$ cat src/sv/spp_pkg.sv
package spp_pkg;

   localparam int PAGE_BYTES_DEFAULT = 64;
   localparam int SUM_W = 24;
   localparam int CSR_INDEX_W = 2;

   localparam logic [CSR_INDEX_W-1:0] CSR_SIG_FIRST = 2'd0;
   localparam logic [CSR_INDEX_W-1:0] CSR_SIG_SECOND = 2'd1;
   localparam logic [CSR_INDEX_W-1:0] CSR_SIG_THIRD = 2'd2;

   localparam logic [7:0] SIG_FIRST_RESET = 8'd30;
   localparam logic [7:0] SIG_SECOND_RESET = 8'd148;
   localparam logic [7:0] SIG_THIRD_RESET = 8'd6;

   localparam logic [7:0] CH_I = 8'h49;
   localparam logic [7:0] CH_A = 8'h41;
   localparam logic [7:0] CH_W = 8'h57;
   localparam logic [7:0] CH_R = 8'h52;
   localparam logic [7:0] CH_Y = 8'h59;
   localparam logic [7:0] CH_N = 8'h4E;

   typedef enum logic [2:0] {
      ACT_REPLY = 3'd0,
      ACT_ERASE = 3'd1,
      ACT_FILL  = 3'd2,
      ACT_WRITE = 3'd3,
      ACT_RESET = 3'd4
   } action_type;

   typedef enum logic [2:0] {
      PH_IDLE,
      PH_SIG,
      PH_ADDR,
      PH_WSUM,
      PH_WDATA
   } phase_type;

   typedef enum logic [3:0] {
      S_IDLE,
      S_EXEC,
      S_FOLD,
      S_FILL_RD,
      S_FILL_OUT,
      S_WRITE,
      S_REPLY,
      S_ERASE,
      S_RST
   } state_type;

   typedef enum logic [1:0] {
      ALU_ACC,
      ALU_FOLD,
      ALU_OFFSET,
      ALU_ADVANCE
   } alu_op_type;

   typedef struct packed {
      logic [7:0] first;
      logic [7:0] second;
      logic [7:0] third;
   } csr_type;

   typedef struct packed {
      alu_op_type       op;
      logic [SUM_W-1:0] sum;
      logic [15:0]      word;
      logic [15:0]      addr;
      logic [15:0]      offset;
   } alu_req_type;

endpackage

$ cat src/sv/serial_page_programming_command_engine_unit.sv
// Channel  Direction  Handshake              Payload
// req      in         req_valid/req_ready    req_rx_byte
// rsp      out        rsp_valid/rsp_ready    action, reply byte, address, fill word, last
// csr      in         csr_valid/csr_ready    csr_index, csr_data
//
// A request without results is accepted while idle and then decoded.
// A completed page adds up to two folds and then the compare. If the checksum
// matches, each word is filled by a buffer read then an output load, and the
// page write follows; the reply comes last in either case.
// The single shared adder and the registered page buffer read set these steps.
// Reset is synchronous, clears the sequencer and command state, and reloads the
// signature registers; rsp_ready low holds the sequencer at its next result.
module serial_page_programming_command_engine_unit #(
   parameter int PAGE_BYTES = spp_pkg::PAGE_BYTES_DEFAULT
) (
   input  logic                              clock,
   input  logic                              reset,
   input  logic                              req_valid,
   output logic                              req_ready,
   input  logic [7:0]                        req_rx_byte,
   output logic                              rsp_valid,
   input  logic                              rsp_ready,
   output logic [2:0]                        rsp_action,
   output logic [7:0]                        rsp_reply_byte,
   output logic [15:0]                       rsp_flash_address,
   output logic [15:0]                       rsp_fill_word,
   output logic                              rsp_last,
   input  logic                              csr_valid,
   output logic                              csr_ready,
   input  logic [spp_pkg::CSR_INDEX_W-1:0]   csr_index,
   input  logic [7:0]                        csr_data
);
   import spp_pkg::*;

   localparam int WORDS = (PAGE_BYTES + 1) / 2;
   localparam int WIDX_W = (WORDS > 1) ? $clog2(WORDS) : 1;

   csr_type           csr_ff, csr_in;
   alu_req_type       alu_req;
   logic [SUM_W-1:0]  alu_result;
   logic              buf_wr_en;
   logic [WIDX_W-1:0] buf_wr_addr;
   logic [15:0]       buf_wr_data;
   logic              buf_rd_en;
   logic [WIDX_W-1:0] buf_rd_addr;
   logic [15:0]       buf_rd_data;

   assign csr_ready = 1'b1;

   always_comb begin
      csr_in = csr_ff;
      if (csr_valid) begin
         case (csr_index)
            CSR_SIG_FIRST:  csr_in.first  = csr_data;
            CSR_SIG_SECOND: csr_in.second = csr_data;
            CSR_SIG_THIRD:  csr_in.third  = csr_data;
            default: begin
            end
         endcase
      end
   end

   always_ff @(posedge clock) begin
      if (reset) begin
         csr_ff <= '{first: SIG_FIRST_RESET, second: SIG_SECOND_RESET,
                     third: SIG_THIRD_RESET};
      end else begin
         csr_ff <= csr_in;
      end
   end

   spp_alu #(.PAGE_BYTES(PAGE_BYTES)) u_alu (
      .req    (alu_req),
      .result (alu_result)
   );

   spp_pbuf #(.WORDS(WORDS), .WIDX_W(WIDX_W)) u_pbuf (
      .clock   (clock),
      .wr_en   (buf_wr_en),
      .wr_addr (buf_wr_addr),
      .wr_data (buf_wr_data),
      .rd_en   (buf_rd_en),
      .rd_addr (buf_rd_addr),
      .rd_data (buf_rd_data)
   );

   spp_seq #(.PAGE_BYTES(PAGE_BYTES), .WORDS(WORDS), .WIDX_W(WIDX_W)) u_seq (
      .clock             (clock),
      .reset             (reset),
      .csr               (csr_ff),
      .req_valid         (req_valid),
      .req_ready         (req_ready),
      .req_rx_byte       (req_rx_byte),
      .rsp_valid         (rsp_valid),
      .rsp_ready         (rsp_ready),
      .rsp_action        (rsp_action),
      .rsp_reply_byte    (rsp_reply_byte),
      .rsp_flash_address (rsp_flash_address),
      .rsp_fill_word     (rsp_fill_word),
      .rsp_last          (rsp_last),
      .alu_req           (alu_req),
      .alu_result        (alu_result),
      .buf_wr_en         (buf_wr_en),
      .buf_wr_addr       (buf_wr_addr),
      .buf_wr_data       (buf_wr_data),
      .buf_rd_en         (buf_rd_en),
      .buf_rd_addr       (buf_rd_addr),
      .buf_rd_data       (buf_rd_data)
   );

endmodule

$ cat src/sv/spp_alu.sv
module spp_alu #(
   parameter int PAGE_BYTES = spp_pkg::PAGE_BYTES_DEFAULT
) (
   input  spp_pkg::alu_req_type          req,
   output logic [spp_pkg::SUM_W-1:0]     result
);
   import spp_pkg::*;

   logic [SUM_W-1:0] a_op;
   logic [SUM_W-1:0] b_op;

   always_comb begin
      case (req.op)
         ALU_ACC: begin
            a_op = req.sum;
            b_op = {8'd0, req.word};
         end
         ALU_FOLD: begin
            a_op = {8'd0, req.sum[15:0]};
            b_op = {16'd0, req.sum[23:16]};
         end
         ALU_OFFSET: begin
            a_op = {8'd0, req.addr};
            b_op = {8'd0, req.offset};
         end
         ALU_ADVANCE: begin
            a_op = {8'd0, req.addr};
            b_op = SUM_W'(PAGE_BYTES);
         end
         default: begin
            a_op = '0;
            b_op = '0;
         end
      endcase
   end

   assign result = a_op + b_op;

endmodule

$ cat src/sv/spp_pbuf.sv
module spp_pbuf #(
   parameter int WORDS = 32,
   parameter int WIDX_W = 5
) (
   input  logic              clock,
   input  logic              wr_en,
   input  logic [WIDX_W-1:0] wr_addr,
   input  logic [15:0]       wr_data,
   input  logic              rd_en,
   input  logic [WIDX_W-1:0] rd_addr,
   output logic [15:0]       rd_data
);

   logic [15:0] mem [WORDS];
   logic [15:0] rd_data_ff;

   always_ff @(posedge clock) begin
      if (wr_en) begin
         mem[wr_addr] <= wr_data;
      end
      if (rd_en) begin
         rd_data_ff <= mem[rd_addr];
      end
   end

   assign rd_data = rd_data_ff;

endmodule

$ cat src/sv/spp_seq.sv
module spp_seq #(
   parameter int PAGE_BYTES = spp_pkg::PAGE_BYTES_DEFAULT,
   parameter int WORDS = (PAGE_BYTES + 1) / 2,
   parameter int WIDX_W = (WORDS > 1) ? $clog2(WORDS) : 1
) (
   input  logic                          clock,
   input  logic                          reset,
   input  spp_pkg::csr_type              csr,
   input  logic                          req_valid,
   output logic                          req_ready,
   input  logic [7:0]                    req_rx_byte,
   output logic                          rsp_valid,
   input  logic                          rsp_ready,
   output logic [2:0]                    rsp_action,
   output logic [7:0]                    rsp_reply_byte,
   output logic [15:0]                   rsp_flash_address,
   output logic [15:0]                   rsp_fill_word,
   output logic                          rsp_last,
   output spp_pkg::alu_req_type          alu_req,
   input  logic [spp_pkg::SUM_W-1:0]     alu_result,
   output logic                          buf_wr_en,
   output logic [WIDX_W-1:0]             buf_wr_addr,
   output logic [15:0]                   buf_wr_data,
   output logic                          buf_rd_en,
   output logic [WIDX_W-1:0]             buf_rd_addr,
   input  logic [15:0]                   buf_rd_data
);
   import spp_pkg::*;

   localparam int CNT_W = ($clog2(PAGE_BYTES) > 2) ? $clog2(PAGE_BYTES) : 2;

   state_type        state_ff, state_in;
   phase_type        phase_ff, phase_in;
   logic [CNT_W-1:0] count_ff, count_in;
   logic [15:0]      addr_ff, addr_in;
   logic [15:0]      expected_ff, expected_in;
   logic [SUM_W-1:0] sum_ff, sum_in;
   logic             mismatch_ff, mismatch_in;
   logic             halted_ff, halted_in;
   logic             fail_ff, fail_in;
   logic [7:0]       byte_ff;
   logic [7:0]       low_ff, low_in;
   logic [WIDX_W-1:0] widx_ff, widx_in;
   logic [15:0]      fill_addr_ff, fill_addr_in;

   logic             rsp_valid_ff, rsp_valid_in;
   action_type       rsp_action_ff, rsp_action_in;
   logic [7:0]       rsp_reply_ff, rsp_reply_in;
   logic [15:0]      rsp_addr_ff, rsp_addr_in;
   logic [15:0]      rsp_word_ff, rsp_word_in;
   logic             rsp_last_ff, rsp_last_in;

   logic             accept;
   logic             load_ok;
   logic             rsp_load;
   logic [7:0]       want;
   logic             fold_busy;
   logic             sum_match;

   assign req_ready = (state_ff == S_IDLE);
   assign accept    = req_valid && req_ready;
   assign load_ok   = !rsp_valid_ff || rsp_ready;
   assign fold_busy = (sum_ff[23:16] != 8'd0);
   assign sum_match = (sum_ff[15:0] == expected_ff);

   always_comb begin
      case (count_ff[1:0])
         2'd0:    want = csr.first;
         2'd1:    want = csr.second;
         default: want = csr.third;
      endcase
   end

   always_comb begin
      state_in = state_ff;
      case (state_ff)
         S_IDLE: begin
            if (accept) state_in = S_EXEC;
         end
         S_EXEC: begin
            state_in = S_IDLE;
            if (!halted_ff) begin
               case (phase_ff)
                  PH_IDLE: begin
                     if (byte_ff == CH_I || byte_ff == CH_A) state_in = S_IDLE;
                     else if (byte_ff == CH_W) state_in = S_ERASE;
                     else if (byte_ff == CH_R) state_in = S_RST;
                     else state_in = S_REPLY;
                  end
                  PH_SIG: begin
                     if (count_ff == CNT_W'(2)) state_in = S_REPLY;
                  end
                  PH_ADDR: begin
                     if (count_ff != '0) state_in = S_REPLY;
                  end
                  PH_WDATA: begin
                     if (count_ff == CNT_W'(PAGE_BYTES - 1)) state_in = S_FOLD;
                  end
                  default: state_in = S_IDLE;
               endcase
            end
         end
         S_FOLD: begin
            if (!fold_busy) state_in = sum_match ? S_FILL_RD : S_REPLY;
         end
         S_FILL_RD: state_in = S_FILL_OUT;
         S_FILL_OUT: begin
            if (load_ok) begin
               state_in = (widx_ff == WIDX_W'(WORDS - 1)) ? S_WRITE : S_FILL_RD;
            end
         end
         S_WRITE: begin
            if (load_ok) state_in = S_REPLY;
         end
         S_REPLY, S_ERASE, S_RST: begin
            if (load_ok) state_in = S_IDLE;
         end
         default: state_in = S_IDLE;
      endcase
   end

   always_comb begin
      phase_in      = phase_ff;
      count_in      = count_ff;
      addr_in       = addr_ff;
      expected_in   = expected_ff;
      sum_in        = sum_ff;
      mismatch_in   = mismatch_ff;
      halted_in     = halted_ff;
      fail_in       = fail_ff;
      low_in        = low_ff;
      widx_in       = widx_ff;
      fill_addr_in  = fill_addr_ff;
      rsp_load      = 1'b0;
      rsp_action_in = rsp_action_ff;
      rsp_reply_in  = rsp_reply_ff;
      rsp_addr_in   = rsp_addr_ff;
      rsp_word_in   = rsp_word_ff;
      rsp_last_in   = rsp_last_ff;
      alu_req.op     = ALU_ACC;
      alu_req.sum    = sum_ff;
      alu_req.word   = {byte_ff, low_ff};
      alu_req.addr   = addr_ff;
      alu_req.offset = {{(16 - WIDX_W - 1){1'b0}}, widx_ff, 1'b0};
      buf_wr_en     = 1'b0;
      buf_wr_addr   = WIDX_W'(count_ff >> 1);
      buf_wr_data   = {byte_ff, low_ff};
      buf_rd_en     = 1'b0;
      buf_rd_addr   = widx_ff;

      case (state_ff)
         S_EXEC: begin
            if (!halted_ff) begin
               case (phase_ff)
                  PH_IDLE: begin
                     count_in    = '0;
                     mismatch_in = 1'b0;
                     if (byte_ff == CH_I) phase_in = PH_SIG;
                     else if (byte_ff == CH_A) phase_in = PH_ADDR;
                     else if (byte_ff == CH_W) phase_in = PH_WSUM;
                     else if (byte_ff == CH_R) halted_in = 1'b1;
                     else fail_in = 1'b1;
                  end
                  PH_SIG: begin
                     if (count_ff == CNT_W'(2)) begin
                        fail_in     = mismatch_ff || (byte_ff != want);
                        phase_in    = PH_IDLE;
                        count_in    = '0;
                        mismatch_in = 1'b0;
                     end else begin
                        mismatch_in = mismatch_ff || (byte_ff != want);
                        count_in    = count_ff + CNT_W'(1);
                     end
                  end
                  PH_ADDR: begin
                     if (count_ff == '0) begin
                        addr_in  = {8'd0, byte_ff};
                        count_in = CNT_W'(1);
                     end else begin
                        addr_in  = {byte_ff, addr_ff[7:0]};
                        fail_in  = 1'b0;
                        phase_in = PH_IDLE;
                        count_in = '0;
                     end
                  end
                  PH_WSUM: begin
                     if (count_ff == '0) begin
                        expected_in = {8'd0, byte_ff};
                        count_in    = CNT_W'(1);
                     end else begin
                        expected_in = {byte_ff, expected_ff[7:0]};
                        phase_in    = PH_WDATA;
                        count_in    = '0;
                        sum_in      = '0;
                     end
                  end
                  PH_WDATA: begin
                     low_in   = byte_ff;
                     count_in = count_ff + CNT_W'(1);
                     if (count_ff[0]) begin
                        buf_wr_en = 1'b1;
                        sum_in    = alu_result;
                     end else if (count_ff == CNT_W'(PAGE_BYTES - 1)) begin
                        buf_wr_en   = 1'b1;
                        buf_wr_data = {8'd0, byte_ff};
                     end
                  end
                  default: phase_in = PH_IDLE;
               endcase
            end
         end
         S_FOLD: begin
            alu_req.op = ALU_FOLD;
            if (fold_busy) begin
               sum_in = alu_result;
            end else begin
               fail_in  = !sum_match;
               widx_in  = '0;
               phase_in = PH_IDLE;
               count_in = '0;
               sum_in   = '0;
            end
         end
         S_FILL_RD: begin
            alu_req.op   = ALU_OFFSET;
            buf_rd_en    = 1'b1;
            fill_addr_in = alu_result[15:0];
         end
         S_FILL_OUT: begin
            if (load_ok) begin
               rsp_load      = 1'b1;
               rsp_action_in = ACT_FILL;
               rsp_reply_in  = 8'd0;
               rsp_addr_in   = fill_addr_ff;
               rsp_word_in   = buf_rd_data;
               rsp_last_in   = 1'b0;
               widx_in       = widx_ff + WIDX_W'(1);
            end
         end
         S_WRITE: begin
            alu_req.op = ALU_ADVANCE;
            if (load_ok) begin
               rsp_load      = 1'b1;
               rsp_action_in = ACT_WRITE;
               rsp_reply_in  = 8'd0;
               rsp_addr_in   = addr_ff;
               rsp_word_in   = 16'd0;
               rsp_last_in   = 1'b0;
               addr_in       = alu_result[15:0];
               fail_in       = 1'b0;
            end
         end
         S_REPLY: begin
            if (load_ok) begin
               rsp_load      = 1'b1;
               rsp_action_in = ACT_REPLY;
               rsp_reply_in  = fail_ff ? CH_N : CH_Y;
               rsp_addr_in   = 16'd0;
               rsp_word_in   = 16'd0;
               rsp_last_in   = 1'b1;
            end
         end
         S_ERASE: begin
            if (load_ok) begin
               rsp_load      = 1'b1;
               rsp_action_in = ACT_ERASE;
               rsp_reply_in  = 8'd0;
               rsp_addr_in   = addr_ff;
               rsp_word_in   = 16'd0;
               rsp_last_in   = 1'b1;
            end
         end
         S_RST: begin
            if (load_ok) begin
               rsp_load      = 1'b1;
               rsp_action_in = ACT_RESET;
               rsp_reply_in  = 8'd0;
               rsp_addr_in   = 16'd0;
               rsp_word_in   = 16'd0;
               rsp_last_in   = 1'b1;
            end
         end
         default: begin
         end
      endcase

      if (rsp_load) rsp_valid_in = 1'b1;
      else if (rsp_ready) rsp_valid_in = 1'b0;
      else rsp_valid_in = rsp_valid_ff;
   end

   always_ff @(posedge clock) begin
      if (reset) begin
         state_ff     <= S_IDLE;
         phase_ff     <= PH_IDLE;
         count_ff     <= '0;
         addr_ff      <= '0;
         expected_ff  <= '0;
         sum_ff       <= '0;
         mismatch_ff  <= 1'b0;
         halted_ff    <= 1'b0;
         fail_ff      <= 1'b0;
         widx_ff      <= '0;
         rsp_valid_ff <= 1'b0;
      end else begin
         state_ff     <= state_in;
         phase_ff     <= phase_in;
         count_ff     <= count_in;
         addr_ff      <= addr_in;
         expected_ff  <= expected_in;
         sum_ff       <= sum_in;
         mismatch_ff  <= mismatch_in;
         halted_ff    <= halted_in;
         fail_ff      <= fail_in;
         widx_ff      <= widx_in;
         rsp_valid_ff <= rsp_valid_in;
      end
   end

   always_ff @(posedge clock) begin
      if (accept) byte_ff <= req_rx_byte;
      low_ff        <= low_in;
      fill_addr_ff  <= fill_addr_in;
      rsp_action_ff <= rsp_action_in;
      rsp_reply_ff  <= rsp_reply_in;
      rsp_addr_ff   <= rsp_addr_in;
      rsp_word_ff   <= rsp_word_in;
      rsp_last_ff   <= rsp_last_in;
   end

   assign rsp_valid         = rsp_valid_ff;
   assign rsp_action        = rsp_action_ff;
   assign rsp_reply_byte    = rsp_reply_ff;
   assign rsp_flash_address = rsp_addr_ff;
   assign rsp_fill_word     = rsp_word_ff;
   assign rsp_last          = rsp_last_ff;

   a_halt_only_reset: assert property (@(posedge clock) disable iff (reset)
      (halted_ff && rsp_load) |-> (rsp_action_in == ACT_RESET))
      else $error("request after halt produced a result other than the reset request");

   a_halt_phase_idle: assert property (@(posedge clock) disable iff (reset)
      halted_ff |-> (phase_ff == PH_IDLE))
      else $error("command phase left idle after halt");

   a_fold_in_data: assert property (@(posedge clock) disable iff (reset)
      (state_ff == S_FOLD) |-> (phase_ff == PH_WDATA))
      else $error("checksum fold outside the data phase");

   a_fill_after_read: assert property (@(posedge clock) disable iff (reset)
      (state_ff == S_FILL_OUT) |->
         ($past(state_ff) == S_FILL_RD || $past(state_ff) == S_FILL_OUT))
      else $error("fill emitted without a buffer read");

endmodule
$ cat config.mk
export PLATFORM = sky130hd
export DESIGN_NAME = serial_page_programming_command_engine_unit
export DESIGN_NICKNAME = d
export VERILOG_FILES = /design/src/sv/spp_pkg.sv /design/src/sv/serial_page_programming_command_engine_unit.sv /design/src/sv/spp_alu.sv /design/src/sv/spp_pbuf.sv /design/src/sv/spp_seq.sv
export SDC_FILE = /design/constraint.sdc
export NUM_CORES = 1
export LEC_CHECK = 0
export BUFFER_PORTS_ARGS = -buffer_cell sky130_fd_sc_hd__buf_2
export CORE_ASPECT_RATIO = 1.2
export CORE_MARGIN = 5
export CORE_UTILIZATION = 43
export CTS_CLUSTER_SIZE = 30
export DETAILED_ROUTE_END_ITERATION = 7
export HOLD_SLACK_MARGIN = 0.03
export PLACE_DENSITY = 0.66
export SLEW_MARGIN = 10
export SYNTH_ARGS = -nofsm -noshare
export SYNTH_HDL_FRONTEND = slang
export SYNTH_SLANG_ARGS = --single-unit
$ cat constraint.sdc
create_clock -name clock -period 5.85 [get_ports clock]
set_input_delay 0.2925 -clock clock [delete_from_list [all_inputs] [get_ports clock]]
set_output_delay 0.2925 -clock clock [all_outputs]
set_load 0.05 [all_outputs]
==> results.toml <==
[grt]
grt_pass1_vias = 16500
grt_max_degree = 119
grt_pass1_wl_mm = 106
track_usage_pct = 19.6
overflow = 0
antenna_found_initial = 1

[flow_run]
drv_cap = 0

[cts]
cts-buffers-inserted = 70
clock_latency_ps = 610
htreeDepth = 3
ctsResizeCount = 0
cts_root_buf = "clkbuf_16"
cts_buffer_depth = 3
cts.sinks = 701
clkTransAtPathRegs_ps = 60
tritoncts = "yes"

[critical_path]
reg2reg_from = "u_seq.state_ff[2]"
cp.arrival_ps = 5140
start_kind = "flop"
r2r-end = "u_seq.sum_ff[19]"
end_kind = "flop"
cp-startpoint = "u_seq.state_ff[2]"
cp-endpoint = "u_seq.sum_ff[19]"
r2r_setup_slack_ps = 1220
crit_required_ps = 6360
criticalPathCategory = "flop to flop"
ff2ff_path_depth = 14
crit_path_max_fanout = 17

[synth]
yosysSeqAreaShare_pct = 68.7
netlist_area_mm2 = 0.0291
netlist_top_cells_count = "edfxtp_1, mux4_2, nor2_1"
ys_warn_count = 0
syn_avg_cell_area_um2 = 16.4
synth-edff-count = 599
synth_top_area_share_pct = 61.7
synth_area_leader_cell = "edfxtp_1"
synthTopCellsByArea = "edfxtp_1, mux4_2, dfxtp_1"
ys_async_sr_fraction_pct = 0
yosysMostFrequentCell = "edfxtp_1"
syn_inst = 1772
yosysUniqueCellTypes = 79
synth-main-ff-cell = "edfxtp_1"
ys_seq_elements = 701

[layout]
syn_to_final_growth_pct = 13.9
diodes = 0
fillers = 5538
fin_nets = 1923
stdcell_area_mm2 = 0.0332
finalCoreUtilization_pct = 49.4
drive_above_1_share_pct = 25.4

[routing]
drcViolationCount = 0
met3_length_mm = 4.71
vias_per_cell = 5.76
met1Wirelength_mm = 27.6
wl_met2_mm = 35.7
firstDrtPassIters = 7
routed_wirelength_mm = 71.5
top_layer = "met4"
routedWlPerCell_um = 25.2
vias = 16300
drtIter0Drc = 1465
ant_nets = 0

[placement]
hpwl_mm = 43.3
placed_area_mm2 = 0.0307
place_congestion = 0.924
portBuffers = 66

[timing]
fin_crit_sh_pct = 79.1
tightest_slew_ps = 1230
setup_viol = 0
rsz0062_at_grt = "false"
hold_viol_final = 0
fin_setup_tns_ps = 0
finClkSkew_ps = 22.0
slew_viol_final = 0
maxSlewHeadroom_pct = 17.5
fin_hold_ws_ps = 166
layout_min_cycle_time_ps = 4630
fmax_ghz = 0.216

[die]
rows = 104
die_area_mm2 = 0.0731
io_pins = 70
coreArea_mm2 = 0.0671
start_util_pct = 43.4
die_x_um = 248
fp.dieH_um = 295

[power_and_ir_drop]
power.density_mw_per_mm2 = 373
ir_drop_uv = 206
p_leak_nw = 10.9

[outcome]
status = "finished, final reports clean"

[min_path]
min_path_type = "primary input to flop"
-- where the power goes --
part	switching [mW]	internal [mW]
Clock	1.87	2.59
Sequential	0.119	5.70
Combinational	1.35	0.734
-- kinds of logic (layout without fill, tap and decap cells) --
logic type,after synthesis,after routing,synth area share (%)
AO/OA/AOI/OAI,199,199,4.80
XOR/XNOR,43,43,1.29
adder cells (fa/ha/maj),23,23,1.01
buffers and inverters,136,295,1.94
flip-flops,701,701,68.7
multiplexers,219,219,14.6
other,2,3,0.0258
AND/OR/NAND/NOR,449,449,7.59
-- state kept, by name, summed over array words and instances, names as in the netlist, 16 cells and up --
register / count
u_seq.fill_addr_ff: 16
u_seq.expected_ff: 16
csr_ff: 24
u_seq.rsp_fill_word: 16
u_seq.rsp_flash_address: 16
u_pbuf.mem: 512
u_seq.addr_ff: 16
u_pbuf.rd_data: 16
u_seq.sum_ff: 24
-- what timing repair did --
item	CTS	global route
hold endpoints to repair	27	0
setup buffers	0	0
hold buffers	16	0
-- worst max-delay path, stage by stage (launching register included) --
cell      delay [ps]
dfxtp_1          690
nand2b_1         140
nor2_1           290
buf_4            310
nor2_1           170
a222oi_1         510
inv_1             90
ha_1             280
a21oi_1          190
nor2_1            80
a311oi_1         610
o31ai_1          320
a21oi_1          520
nor4b_1          120
nor3_1           190
-- metal layers --
metal | vias up | GRT usage (%)
met5 | - | 0
met4 | 0 | 9.03
met3 | 155 | 3.22
met2 | 605 | 33.0
met1 | 8382 | 25.0
li1 | 7185 | -
-- worst min path at each step --
stage,startpoint,to,cells past startpoint
floorplan,req_rx_byte[0],u_seq.byte_ff[0],0
global placement,csr_ff[10],csr_ff[10],1
detailed placement,csr_ff[10],csr_ff[10],1
CTS,rsp_ready,u_seq.state_ff[3],4
global route,rsp_ready,u_seq.state_ff[3],4
finish,rsp_ready,u_seq.state_ff[3],4
-- area by class of cell --
cell class | instances | area [um^2] | area share, %
sequential | 701 | 20000 | 60.4
inverter | 24 | 90.1 | 0.271
tap | 901 | 1130 | 3.40
clock buffer | 82 | 1820 | 5.48
multi-input combinational | 936 | 8680 | 26.1
clock inverter | 45 | 463 | 1.40
timing repair buffer | 144 | 968 | 2.92
-- through the flow --
stage                     setup slack (ps)  cells  power [mW]
after global routing                   804   2833        12.8
final                                 1220   2833        12.4
after global placement                1490   2690        7.98
after detailed placement              1340   2690        8.01
after CTS                             1320   2833        12.5
after floorplan                        788   1773        7.40
-- placed cells by master (no fill, tap or decap), drive strengths merged, types with 26 or more instances in the layout --
master    n
xor2     27
mux4    160
and3     26
nand2   109
clkbuf   82
edfxtp  599
mux2     40
dfxtp   102
clkinv   33
buf     128
nand3    52
a21oi    65
nor2    133
(Power assumes the default switching activity.)
